<file path="config.mk">
export PLATFORM = sky130hd
export DESIGN_NAME = pbv_ctrl
export DESIGN_NICKNAME = d
export VERILOG_FILES = /design/src/pbv_pkg.sv /design/src/pbv_ctrl.sv
export SDC_FILE = /design/constraint.sdc
export NUM_CORES = 1
export LEC_CHECK = 0
export ABC_CLOCK_PERIOD_IN_PS = 2200
export BUFFER_PORTS_ARGS = -buffer_cell sky130_fd_sc_hd__buf_2
export CAP_MARGIN = 25
export CORE_AREA = 2 2 39 41
export DETAILED_ROUTE_END_ITERATION = 10
export DIE_AREA = 0 0 41 43
export GPL_TIMING_DRIVEN = 0
export PLACE_DENSITY = 0.46
export REMOVE_ABC_BUFFERS = 1
export SLEW_MARGIN = 20
export SYNTH_ARGS = -nofsm -noshare
export SYNTH_HDL_FRONTEND = slang
export SYNTH_SLANG_ARGS = --single-unit
</file>
<file path="constraint.sdc">
create_clock -name clk_i -period 2.2 [get_ports clk_i]
set_input_delay 0.33 -clock clk_i [delete_from_list [all_inputs] [get_ports clk_i]]
set_output_delay 0.33 -clock clk_i [all_outputs]
set_load 0.03 [all_outputs]
</file>
<file path="src/pbv_pkg.sv">
// Shared types, constants and helper functions for the pose-to-body-velocity block.
// No dependencies.
package pbv_pkg;

  localparam int unsigned PosFracBitsDef = 16;
  localparam int unsigned AngFracBitsDef = 13;
  localparam int unsigned TrigStepsDef   = 16;
  localparam int unsigned AtanEntries    = 24;
  localparam int unsigned DivW           = 64;

  localparam logic [63:0] NsPerSec  = 64'd1000000000;
  localparam logic signed [33:0] GainQ30  = 34'sd652032874;
  localparam logic signed [39:0] PiQ30    = 40'sd3373259426;
  localparam logic signed [39:0] HalfPiQ30 = 40'sd1686629713;

  typedef struct packed {
    logic load;
    logic dt_mul;
    logic dt_add;
    logic ang_start;
    logic ang_take;
    logic lin_start;
    logic scl_start;
    logic lin_take;
    logic out_load;
  } pbv_cmd_t;

  typedef struct packed {
    logic dt_zero;
    logic div_busy;
    logic trig_busy;
  } pbv_stat_t;

  function automatic logic signed [39:0] atan_q30(input logic [4:0] i);
    logic signed [39:0] r;
    unique case (i)
      5'd0:  r = 40'sd843314857;
      5'd1:  r = 40'sd497837829;
      5'd2:  r = 40'sd263043837;
      5'd3:  r = 40'sd133525159;
      5'd4:  r = 40'sd67021687;
      5'd5:  r = 40'sd33543516;
      5'd6:  r = 40'sd16775851;
      5'd7:  r = 40'sd8388437;
      5'd8:  r = 40'sd4194283;
      5'd9:  r = 40'sd2097149;
      5'd10: r = 40'sd1048575;
      5'd11: r = 40'sd524288;
      5'd12: r = 40'sd262144;
      5'd13: r = 40'sd131072;
      5'd14: r = 40'sd65536;
      5'd15: r = 40'sd32768;
      5'd16: r = 40'sd16384;
      5'd17: r = 40'sd8192;
      5'd18: r = 40'sd4096;
      5'd19: r = 40'sd2048;
      5'd20: r = 40'sd1024;
      5'd21: r = 40'sd512;
      5'd22: r = 40'sd256;
      5'd23: r = 40'sd128;
      default: r = 40'sd0;
    endcase
    return r;
  endfunction

  function automatic logic [31:0] sat32(input logic neg, input logic [63:0] m);
    logic [31:0] r;
    if (neg) begin
      r = (m > 64'h8000_0000) ? 32'h8000_0000 : (32'd0 - m[31:0]);
    end else begin
      r = (m > 64'h7FFF_FFFF) ? 32'h7FFF_FFFF : m[31:0];
    end
    return r;
  endfunction

endpackage

</file>
<file path="src/pbv_ctrl.sv">
// Sequencer for the velocity estimator: issues datapath commands, owns the handshakes.
// Depends on pbv_pkg.
module pbv_ctrl
  import pbv_pkg::*;
(
  input  logic      clk_i,
  input  logic      rst_ni,
  input  logic      in_valid_i,
  output logic      in_ready_o,
  output logic      out_valid_o,
  input  logic      out_ready_i,
  input  pbv_stat_t stat_i,
  output pbv_cmd_t  cmd_o
);
  localparam logic [3:0] StIdle  = 4'd0;
  localparam logic [3:0] StDtMul = 4'd1;
  localparam logic [3:0] StDtAdd = 4'd2;
  localparam logic [3:0] StChk   = 4'd3;
  localparam logic [3:0] StAngW  = 4'd4;
  localparam logic [3:0] StLinM  = 4'd5;
  localparam logic [3:0] StLinW  = 4'd6;
  localparam logic [3:0] StSclW  = 4'd7;
  localparam logic [3:0] StFin   = 4'd8;

  logic [3:0] state_q, state_d;
  logic       oval_q, oval_d;

  always_comb begin
    state_d = state_q;
    cmd_o   = '0;
    unique case (state_q)
      StIdle: begin
        if (in_valid_i) begin
          cmd_o.load = 1'b1;
          state_d    = StDtMul;
        end
      end
      StDtMul: begin
        cmd_o.dt_mul = 1'b1;
        state_d      = StDtAdd;
      end
      StDtAdd: begin
        cmd_o.dt_add = 1'b1;
        state_d      = StChk;
      end
      StChk: begin
        if (stat_i.dt_zero) begin
          state_d = StFin;
        end else begin
          cmd_o.ang_start = 1'b1;
          state_d         = StAngW;
        end
      end
      StAngW: begin
        if (!stat_i.div_busy && !stat_i.trig_busy) begin
          cmd_o.ang_take = 1'b1;
          state_d        = StLinM;
        end
      end
      StLinM: begin
        cmd_o.lin_start = 1'b1;
        state_d         = StLinW;
      end
      StLinW: begin
        if (!stat_i.div_busy) begin
          cmd_o.scl_start = 1'b1;
          state_d         = StSclW;
        end
      end
      StSclW: begin
        if (!stat_i.div_busy) begin
          cmd_o.lin_take = 1'b1;
          state_d        = StFin;
        end
      end
      StFin: begin
        if (!oval_q || out_ready_i) begin
          cmd_o.out_load = 1'b1;
          state_d        = StIdle;
        end
      end
      default: state_d = StIdle;
    endcase
  end

  always_comb begin
    oval_d = oval_q;
    if (cmd_o.out_load) begin
      oval_d = 1'b1;
    end else if (out_ready_i) begin
      oval_d = 1'b0;
    end
  end

  always_ff @(posedge clk_i or negedge rst_ni) begin
    if (!rst_ni) begin
      state_q <= StIdle;
      oval_q  <= 1'b0;
    end else begin
      state_q <= state_d;
      oval_q  <= oval_d;
    end
  end

  assign in_ready_o  = (state_q == StIdle);
  assign out_valid_o = oval_q;
endmodule

</file>
Word-level counts from Yosys, hierarchy flattened
Index checks and enable logic that the tools add are counted.
{"block": "op_classes", "addsub": 0, "mul": 0, "div_mod_pow": 0, "magnitude_cmp": 0, "n_eq_ne": 13, "shifts": 0, "mux": 23, "bitwise_logic": 0, "reduce_logical": 8}
{"cell": "$pmux W4 S9", "count": 1}
{"cell": "$mux W4", "count": 6}
{"cell": "$eq A4 B3 Y1 const B", "count": 4}
{"cell": "$mux W1", "count": 16}
{"cell": "$ne A2 B2 Y1 const B", "count": 5}
{"cell": "$eq A4 B2 Y1 const B", "count": 2}
{"cell": "$reduce_and A5 Y1", "count": 1}
{"cell": "$eq A4 B1 Y1 const B", "count": 1}
{"cell": "$eq A4 B4 Y1 const B", "count": 1}
{"cell": "$logic_not A4 Y1", "count": 1}
{"cell": "$logic_not A1 Y1", "count": 3}
{"cell": "$reduce_bool A2 Y1", "count": 1}
{"cell": "$logic_and A1 B1 Y1", "count": 1}
{"cell": "$logic_or A1 B1 Y1", "count": 1}
{"block": "totals", "ff_bits": 5, "latch_bits": 0, "ramBits": 0, "rom_bits": 0, "input_bits": 7, "output_inout_bits": 11, "word_cells": 46, "n_memories": 0}

Logic depth before layout (Yosys ltp)
Gate-level depths: netlist (run 1).
{"block": "logic_depth", "depth_word": 5, "ltp_mapped": 4, "mapped_depth_nobuf": 3}

Least setup slack after synthesis (run 1)
Ideal clock, no wire load.
{"block": "synth_path", "kind": "register to output", "startpoint": "register state_q[3]", "endpoint": "output port cmd_o[4] (netlist bit)", "arrival_time_ns": 1.738, "required_time_ns": 1.870, "setup_slack_ns": 0.132, "stages_incl_launch_ff": 4, "path_buffers": 1, "cell_sequence": "dfrtp_1 buf_2 nand2b_1 nor4b_1"}
{"item": "start: declaration", "line_no": "pbv_ctrl.sv:25", "source": "logic [3:0] state_q, state_d;"}
{"item": "start signal: assignment", "line_no": "pbv_ctrl.sv:97", "source": "state_q <= StIdle;"}
{"item": "start signal: assignment", "line_no": "pbv_ctrl.sv:100", "source": "state_q <= state_d;"}
{"item": "end: declaration", "line_no": "pbv_ctrl.sv:13", "source": "output pbv_cmd_t cmd_o"}

==> flow_metrics.env, run 1 <==
export IMPL_clock_root_buffer="clkbuf_4"
export IMPL_drtAntennaViolNets=0
export IMPL_fin_tns_setup_ns=0
export IMPL_post_place_cells=70
export IMPL_timing_hold_ws_ns=0.371
export IMPL_dpl_worst_slack_ns=0.634
export IMPL_setup_viol=0
export IMPL_syn_area_per_cell_um2=8.29
export IMPL_period_minus_slack_ns=1.85
export IMPL_fp_dieW_um=41
export IMPL_final_cells=75
export IMPL_detailed_router_iteration_count_before_antenna_repair=4
export IMPL_p_leak_nw=0.231
export IMPL_detailedRoute_firstIterationViolations=3
export IMPL_cts_buffers=3
export IMPL_synth_top_cells_by_area="dfrtp_1 (38%), nor3_1 (11%), nand2b_1 (7.5%), nor2_1 (5.7%), nor4_2 (3.8%)"
export IMPL_synth_warning_count=0
export IMPL_actual_slew_at_the_worst_max_slew_pin_ns=0.362
export IMPL_path_max_fanout=10
export IMPL_dpl_cell_area_um2=419
export IMPL_worst_setup_path_start_kind="register"
export IMPL_outcome="finished, final reports clean"
export IMPL_powerDensity_nw_per_um2=1440
export IMPL_finalWorstSetupSlack_ns=0.354
export IMPL_dr_total_vias=347
export IMPL_layout_nets=67
export IMPL_htree_levels=1
export IMPL_netlist_area_um2=332
export IMPL_max_stage_delay_ns=0.49
export IMPL_gpl_final_weighted_congestion=0.629
export IMPL_fill_cells=151
export IMPL_clock_path_buffers=2
export IMPL_floorplan_die_area_um2=1760
export IMPL_core_area_um2=1380
export IMPL_avgViaCountPerCell=4.63
export IMPL_clock_skew_final_ns=0.00229
export IMPL_timing_max_transition_violations_final=0
export IMPL_synth_largest_area_cell="dfrtp_1"
export IMPL_power_ir_vdd_worst_mv=0.429
export IMPL_place_detailed_hpwl_um=572
export IMPL_synth_seq_area_share=0.377
export IMPL_areaGrowthSynthToFinish_pct=37.4
export IMPL_timing_hold_worst_class="in -> reg"
export IMPL_cp_required_ns=1.87
export IMPL_grt_first_pass_wirelength_um=1300
export IMPL_synthDistinctLibCells=21
export IMPL_floorplan_initialDensity=0.240
export IMPL_average_routed_wire_per_standard_cell_um=10.8
export IMPL_final_cell_area_um2=455
export IMPL_clock_tree_from_tritoncts="yes"
export IMPL_data_arrival_time_at_the_worst_slack_endpoint_ns=1.52
export IMPL_timing_setup_critical_path_class="reg -> out"
export IMPL_pin_count=18
export IMPL_worst_path_dominant_cell_family="simple AND/OR/NAND/NOR gates"
export IMPL_yosys_register_bits=5
export IMPL_finalPower_mw=0.656
export IMPL_post_route_drc_count=0
export IMPL_maxSlewHeadroom=0.759
export IMPL_post_route_cells_drive_above_1_share=0.373
export IMPL_clock_fmax_ghz=0.542
export IMPL_die_h_um=43
export IMPL_path_buf_inv=1
export IMPL_clk_transition_reported_paths_ns=0.04
export IMPL_vias_in_the_first_global_route=295
export IMPL_grt_antenna_before_repair=0
export IMPL_placement_io_buffers=17
export IMPL_hold_viol_final=0
export IMPL_post_synthesis_instance_total=40
export IMPL_globalRoute_totalOverflow=0
export IMPL_core_rowCount=14
export IMPL_layout_worst_path_cycle_share=0.839
export IMPL_antenna_cells=0
export IMPL_yosysTopAreaCellShare=0.377
export IMPL_finalWirelength_um=809
export IMPL_grt_start_max_net_pins=13
export IMPL_cts_sink_count=5
export IMPL_critPathSlowestCell="dfrtp_1"
export IMPL_cap_violations=0
export IMPL_crit_path_end_kind="primary output"
export IMPL_insertion_delay_ns=0.24
export IMPL_setup_repair_after_global_routing_missed_its_margin="false"
export IMPL_timing_critical_path_cells="nand2b_1 -> nor4b_1 -> buf_2"
export IMPL_gr_usage_all_layers=0.113
export IMPL_post_route_util=0.329
[synthesized netlist by cell type, drive strengths merged]
cell,instances
a2bb2o,1
nand3b,1
nand2b,4
o21ai,2
buf,3
and2,1
nor4b,1
dfrtp,5
nor4,2
or3,1
a21oi,2
nand2,2
a22o,1
and2b,1
nor2,5
nor2b,1
nor3,7
[worst paths after layout]
path	depth (start not counted)	slack [ns]	from	endpoint
worst max-delay path	3	0.35	state_q[3]	cmd_o[4]
worst min-delay path	3	0.37	out_ready_i	out_valid_o
worst max register to register	3	1.04	state_q[3]	state_q[0]
worst min register to register	2	0.51	out_valid_o	out_valid_o
max in group asynchronous	2	1.65	rst_ni	state_q[1]
min in group asynchronous	2	0.42	rst_ni	state_q[2]
[cell families (layout without fill, tap and decap cells)]
kind of cell	Yosys count	count (layout)	synth area share
AO/OA/AOI/OAI	6	6	0.117
AND/OR/NAND/NOR	26	26	0.453
flip-flops	5	5	0.377
buffers and inverters	3	22	0.0528
[flip-flops by register name, indices dropped and copies added, names as in the netlist]
| register | count |
|---|---|
| state_q | 4 |
| out_valid_o | 1 |
[layout make-up]
class                           instances  area [µm²]  area share
Clock buffer                            4        26.3      0.0577
Sequential cell                         5         125       0.275
Tap cell                               16        20.0      0.0440
Timing Repair Buffer                   18        95.1       0.209
Multi-Input combinational cell         32         189       0.415
[routing by layer]
layer | routed length, µm | track usage | up-vias
met5 | 0 | 0 | -
met4 | 8 | 0.120 | 0
met3 | 73 | 0.0157 | 2
met2 | 333 | 0.128 | 15
met1 | 393 | 0.163 | 147
li1 | - | - | 183
[repair_timing]
action,4_1_cts,5_1_grt
gates resized for setup,0,0
hold endpoints to repair,5,0
hold buffers,1,0
setup buffers,0,0
[report_power, final]
| part | internal (mW) | switching [mW] | total (mW) |
|---|---|---|---|
| registers | 0.130 | 0.0799 | 0.209 |
| logic | 0.129 | 0.211 | 0.340 |
| clock network | 0.0686 | 0.0376 | 0.106 |
[placed cells by master (no fill, tap or decap)]
cell type / count
a21oi_1: 2
a22o_1: 1
a2bb2o_1: 1
and2_1: 1
and2b_1: 1
buf_2: 17
clkbuf_1: 1
clkbuf_4: 3
dfrtp_1: 5
dlygate4sd3_1: 1
nand2_1: 1
nand2_2: 1
nand2b_1: 4
nand3b_1: 1
nor2_1: 5
nor2b_1: 1
nor3_1: 7
nor4_1: 1
nor4_2: 1
nor4b_1: 1
o21ai_0: 1
o21ai_1: 1
or3_1: 1
[worst min-delay path: stages]
cell and delay (ns):
buf_2 0.07, nand2b_1 0.11, nand2_1 0.05
No activity file was read; power rests on OpenSTA's default activity.
==> inputs of run 2 (changes only) <==
--- a/config.mk
+++ b/config.mk
@@ -5,7 +5,7 @@
 export SDC_FILE = /design/constraint.sdc
 export NUM_CORES = 1
 export LEC_CHECK = 0
-export ABC_CLOCK_PERIOD_IN_PS = 2200
+export ABC_CLOCK_PERIOD_IN_PS = 1900
 export BUFFER_PORTS_ARGS = -buffer_cell sky130_fd_sc_hd__buf_2
 export CAP_MARGIN = 25
 export CORE_AREA = 2 2 39 41
==> constraint.sdc (replaced) <==
create_clock -name clk_i -period 1.9 [get_ports clk_i]
set_input_delay 0.285 -clock clk_i [delete_from_list [all_inputs] [get_ports clk_i]]
set_output_delay 0.285 -clock clk_i [all_outputs]
set_load 0.03 [all_outputs]
==> run 2 against run 1 <==
Clock skew about the same. First-iteration DRC count is the same. Clock-buffer cell count stayed put. Cell area up 0.27%. Core utilization is 0.090 points higher. Sequential cell count stayed put. Sequential share of layout area is 0.20 points higher. Highest routed layer unchanged.
==> flow_metrics.env, run 2 (synthesized netlist as in run 1, its figures left out) <==
export IMPL_outcome="finished, final reports clean"
export IMPL_setup_viol=0
export IMPL_floorplan_die_area_um2=1760
export IMPL_vias_in_the_first_global_route=295
export IMPL_timing_max_transition_violations_final=0
export IMPL_finalWirelength_um=809
export IMPL_powerDensity_nw_per_um2=1670
export IMPL_cp_required_ns=1.62
export IMPL_regMostFlops="state_q"
export IMPL_crit_reg2reg_launch="state_q[3]"
export IMPL_hold_viol_final=0
export IMPL_grt_start_max_net_pins=13
export IMPL_placement_io_buffers=17
export IMPL_clock_skew_final_ns=0.00228
export IMPL_clock_root_buffer="clkbuf_4"
export IMPL_pin_count=18
export IMPL_post_route_cells_drive_above_1_share=0.390
export IMPL_worst_setup_path_start_kind="register"
export IMPL_cap_violations=0
export IMPL_avgViaCountPerCell=4.63
export IMPL_antenna_cells=0
export IMPL_clock_fmax_ghz=0.558
export IMPL_dpl_worst_slack_ns=0.379
export IMPL_insertion_delay_ns=0.24
export IMPL_maxSlewHeadroom=0.775
export IMPL_final_cells=75
export IMPL_die_h_um=43
export IMPL_layout_common_cells="buf_2 (17), nor3_1 (7), nor2_1 (5)"
export IMPL_floorplan_initialDensity=0.240
export IMPL_multi_input_comb_area_um2=189
export IMPL_detailed_router_iteration_count_before_antenna_repair=4
export IMPL_cts_setup_buffers=0
export IMPL_layout_nets=67
export IMPL_max_stage_delay_ns=0.49
export IMPL_core_rowCount=14
export IMPL_fill_cells=150
export IMPL_crit_path_end_kind="primary output"
export IMPL_areaGrowthSynthToFinish_pct=37.7
export IMPL_finalWorstSetupSlack_ns=0.107
export IMPL_clock_tree_from_tritoncts="yes"
export IMPL_layout_worst_path_cycle_share=0.944
export IMPL_reg2regPathDepth=3
export IMPL_post_route_drc_count=0
export IMPL_post_route_util=0.330
export IMPL_setup_repair_after_global_routing_missed_its_margin="false"
export IMPL_hold_path_endpoint="out_valid_o"
export IMPL_post_place_cells=70
export IMPL_min_delay_start="out_ready_i"
export IMPL_grt_antenna_before_repair=0
export IMPL_finalPower_mw=0.762
export IMPL_fin_tns_setup_ns=0
export IMPL_period_minus_slack_ns=1.79
export IMPL_reg2reg_to="state_q[0]"
export IMPL_path_max_fanout=10
export IMPL_htree_levels=1
export IMPL_grt_first_pass_wirelength_um=1300
export IMPL_cts_sink_count=5
export IMPL_globalRoute_totalOverflow=0
export IMPL_mostFrequentLayoutCell="buf_2"
export IMPL_hold_depth=3
export IMPL_timing_hold_worst_class="in -> reg"
export IMPL_detailedRoute_firstIterationViolations=3
export IMPL_drtAntennaViolNets=0
export IMPL_flip_flop_count_of_the_largest_register_all_copies_and_words_added=4
export IMPL_cts_buffers=3
export IMPL_dr_total_vias=347
export IMPL_actual_slew_at_the_worst_max_slew_pin_ns=0.338
export IMPL_core_area_um2=1380
export IMPL_data_arrival_time_at_the_worst_slack_endpoint_ns=1.51
export IMPL_clock_path_buffers=2
export IMPL_worst_path_dominant_cell_family="simple AND/OR/NAND/NOR gates"
export IMPL_clk_transition_reported_paths_ns=0.04
export IMPL_average_routed_wire_per_standard_cell_um=10.8
export IMPL_fp_dieW_um=41
export IMPL_critPathSlowestCell="dfrtp_1"
export IMPL_timing_setup_critical_path_class="reg -> out"
export IMPL_p_leak_nw=0.230
export IMPL_storage_cell_area_um2=126
export IMPL_path_buf_inv=1
export IMPL_power_ir_vdd_worst_mv=0.496
export IMPL_gpl_final_weighted_congestion=0.629
export IMPL_timing_critical_path_cells="nand2b_1 -> nor4b_1 -> buf_2"
export IMPL_gr_usage_all_layers=0.113
export IMPL_flop_to_flop_setup_slack_ns=0.74
export IMPL_place_detailed_hpwl_um=572
==> run 2: cell counts in the layout (fill, tap and decap cells not counted) <==
Identical to the previous run, type by type.
==> run 2: metal layers <==
metal	global-route usage	routed length, µm	vias to the layer above
met3	0.0157	73	2
met2	0.128	333	15
li1	-	-	183
met4	0.120	8	0
met1	0.163	393	147
met5	0	0	-
==> run 2: power by group <==
part / internal (mW) / leakage, nW / switching, mW
clock: 0.0794 / 0.0150 / 0.0435
sequential: 0.152 / 0.0626 / 0.0926
combinational: 0.150 / 0.152 / 0.245
total: 0.381 / 0.230 / 0.381
==> run 2: stage by stage <==
step           instance area, µm²  hold WS, ns
3_3_place_gp                  419        0.106
5_1_grt                       457        0.343
6_report                      457        0.326
3_5_place_dp                  419        0.107
2_1_floorplan                 314      -0.0106
4_1_cts                       455        0.315
==> run 2: how the worst max path moves through the flow <==
stage                          start        to  slack, ns  cells past startpoint
after floorplan           state_q[3]  cmd_o[4]      -0.10                      2
after global placement    state_q[3]  cmd_o[4]       0.37                      3
after detailed placement  state_q[3]  cmd_o[4]       0.38                      3
after CTS                 state_q[3]  cmd_o[4]        0.1                      3
after global routing      state_q[3]  cmd_o[4]      0.005                      3
final                     state_q[3]  cmd_o[4]       0.11                      3
==> run 2: cell type report <==
class | instances | area share
multi-input cells | 32 | 0.414
clock buffers | 4 | 0.0575
repair buffers | 18 | 0.208
flip-flops and latches | 5 | 0.277
well taps | 16 | 0.0438
==> run 2: timing repair <==
item                                   in CTS  in global routing
resized for setup                           0                  1
setup endpoints to repair                   0                  1
hold buffers                                1                  0
endpoints found under the hold margin       5                  0
==> run 2: tightest hold or removal path: cells and delay by family <==
| kind | cells | cell delay, ns |
|---|---|---|
| buf+inv | 1 | 0.07 |
| simple gates | 2 | 0.16 |
==> inputs of run 3 (changes only) <==
--- a/config.mk
+++ b/config.mk
@@ -8,9 +8,9 @@
 export ABC_CLOCK_PERIOD_IN_PS = 1900
 export BUFFER_PORTS_ARGS = -buffer_cell sky130_fd_sc_hd__buf_2
 export CAP_MARGIN = 25
-export CORE_AREA = 2 2 39 41
+export CORE_AREA = 4 4 41 43
 export DETAILED_ROUTE_END_ITERATION = 10
-export DIE_AREA = 0 0 41 43
+export DIE_AREA = 0 0 45 47
 export GPL_TIMING_DRIVEN = 0
 export PLACE_DENSITY = 0.46
 export REMOVE_ABC_BUFFERS = 1
==> run 3 against run 2 <==
Clock skew rose by 0.0013 ns. Sequential share of layout area shrank 0.45 points. Cell area up 1.6%. Combinational power increased by 2%. Non-clock buffer count did not move. Register-to-register slack about the same. Total power grew 0.20%. Largest power group unchanged.
==> flow_metrics.env, run 3 (synthesized netlist as in run 1, its figures left out) <==
export IMPL_min_delay_start="stat_i[2]"
export IMPL_clock_tree_from_tritoncts="yes"
export IMPL_floorplan_die_area_um2=2120
export IMPL_core_rowCount=13
export IMPL_flop_to_flop_setup_slack_ns=0.75
export IMPL_gr_usage_all_layers=0.0898
export IMPL_critPathSlowestCell="dfrtp_1"
export IMPL_path_buf_inv=1
export IMPL_timing_hold_worst_class="in -> reg"
export IMPL_post_route_cells_drive_above_1_share=0.407
export IMPL_pin_count=18
export IMPL_actual_slew_at_the_worst_max_slew_pin_ns=0.312
export IMPL_dr_total_vias=341
export IMPL_max_stage_delay_ns=0.48
export IMPL_floorplan_initialDensity=0.255
export IMPL_multi_input_comb_area_um2=195
export IMPL_timing_max_transition_violations_final=0
export IMPL_hold_viol_final=0
export IMPL_clock_root_buffer="clkbuf_4"
export IMPL_post_route_drc_count=0
export IMPL_die_h_um=47
export IMPL_outcome="finished, final reports clean"
export IMPL_clock_path_buffers=2
export IMPL_globalRoute_totalOverflow=0
export IMPL_worst_path_dominant_cell_family="simple AND/OR/NAND/NOR gates"
export IMPL_crit_path_end_kind="primary output"
export IMPL_average_routed_wire_per_standard_cell_um=10.8
export IMPL_worst_setup_path_start_kind="register"
export IMPL_p_leak_nw=0.230
export IMPL_cp_required_ns=1.62
export IMPL_gpl_final_weighted_congestion=0.731
export IMPL_layout_nets=67
export IMPL_setup_viol=0
export IMPL_clock_skew_final_ns=0.00355
export IMPL_layout_common_cells="buf_2 (16), nor3_1 (7), nor2_1 (5)"
export IMPL_mostFrequentLayoutCell="buf_2"
export IMPL_cts_sink_count=5
export IMPL_layout_worst_path_cycle_share=0.898
export IMPL_data_arrival_time_at_the_worst_slack_endpoint_ns=1.42
export IMPL_fill_cells=149
export IMPL_setup_repair_after_global_routing_missed_its_margin="false"
export IMPL_maxSlewHeadroom=0.792
export IMPL_clock_fmax_ghz=0.586
export IMPL_grt_start_max_net_pins=13
export IMPL_htree_levels=1
export IMPL_power_ir_vdd_worst_mv=0.791
export IMPL_insertion_delay_ns=0.24
export IMPL_timing_setup_critical_path_class="reg -> out"
export IMPL_grt_antenna_before_repair=0
export IMPL_clk_transition_reported_paths_ns=0.05
export IMPL_regMostFlops="state_q"
export IMPL_path_max_fanout=10
export IMPL_cap_violations=0
export IMPL_period_minus_slack_ns=1.71
export IMPL_antenna_cells=0
export IMPL_storage_cell_area_um2=126
export IMPL_finalWirelength_um=802
export IMPL_cts_buffers=3
export IMPL_vias_in_the_first_global_route=325
export IMPL_avgViaCountPerCell=4.61
export IMPL_grt_first_pass_wirelength_um=1390
export IMPL_flip_flop_count_of_the_largest_register_all_copies_and_words_added=4
export IMPL_areaGrowthSynthToFinish_pct=40.0
export IMPL_placement_io_buffers=17
export IMPL_fin_tns_setup_ns=0
export IMPL_powerDensity_nw_per_um2=1640
export IMPL_fp_dieW_um=45
export IMPL_post_route_util=0.357
export IMPL_drtAntennaViolNets=0
export IMPL_core_area_um2=1300
export IMPL_place_detailed_hpwl_um=627
export IMPL_hold_depth=3
export IMPL_detailed_router_iteration_count_before_antenna_repair=2
export IMPL_reg2reg_to="state_q[0]"
export IMPL_hold_path_endpoint="state_q[2]"
export IMPL_detailedRoute_firstIterationViolations=1
export IMPL_crit_reg2reg_launch="state_q[3]"
export IMPL_reg2regPathDepth=3
export IMPL_timing_critical_path_cells="nand2b_1 -> nor4b_2 -> buf_4"
-- run 3: report_power, final --
group / total (mW) / internal [mW] / switching (mW)
sequential: 0.240 / 0.152 / 0.0883
combinational: 0.401 / 0.152 / 0.249
clock: 0.122 / 0.0794 / 0.0427
-- run 3: through the flow --
stage	cells	hold slack (ns)	total power, mW	cell area [µm²]	setup WS [ns]
2_1_floorplan	37	-0.0106	0.525	314	-0.104
3_3_place_gp	69	0.107	0.641	418	0.393
3_5_place_dp	69	0.109	0.640	418	0.391
4_1_cts	74	0.336	0.768	454	0.122
5_1_grt	74	0.365	0.838	464	0.0568
6_report	74	0.333	0.763	464	0.194
-- run 3: final cells by class --
type | instances | share of cell area
tap | 15 | 0.0404
multi-input combinational | 32 | 0.420
clock buffer | 4 | 0.0566
sequential | 5 | 0.272
timing repair buffer | 18 | 0.210
-- run 3: what timing repair did --
action / in CTS / in global routing
buffers inserted: 0 / 0
hold buffers: 1 / 0
resized for setup: 0 / 3
hold endpoints to repair: 5 / 0
endpoints found under the setup margin: 0 / 1
-- run 3: worst max-delay path by stage --
| stage | from | endpoint | cells past startpoint | slack, ns |
|---|---|---|---|---|
| after detailed placement | state_q[2] | cmd_o[4] | 3 | 0.39 |
| after global routing | state_q[3] | cmd_o[1] | 3 | 0.06 |
| final | state_q[3] | cmd_o[4] | 3 | 0.19 |
| after floorplan | state_q[3] | cmd_o[4] | 2 | -0.10 |
| after global placement | state_q[3] | cmd_o[4] | 3 | 0.39 |
| after CTS | state_q[2] | cmd_o[4] | 3 | 0.12 |
-- run 3: worst reg2reg max path: cells and delay by family (launching register included) --
kind / cells / cell delay, ns
AOI/OAI and AO/OA: 1 / 0.18
and+or+nand+nor: 2 / 0.35
DFF: 1 / 0.52
-- run 3: layer usage --
metal / wire length, µm / global-route usage / up-vias
li1: - / - / 182
met3: 60 / 0.0230 / 0
met5: 0 / 0 / -
met4: 0 / 0.0351 / 0
met1: 417 / 0.137 / 147
met2: 325 / 0.119 / 12
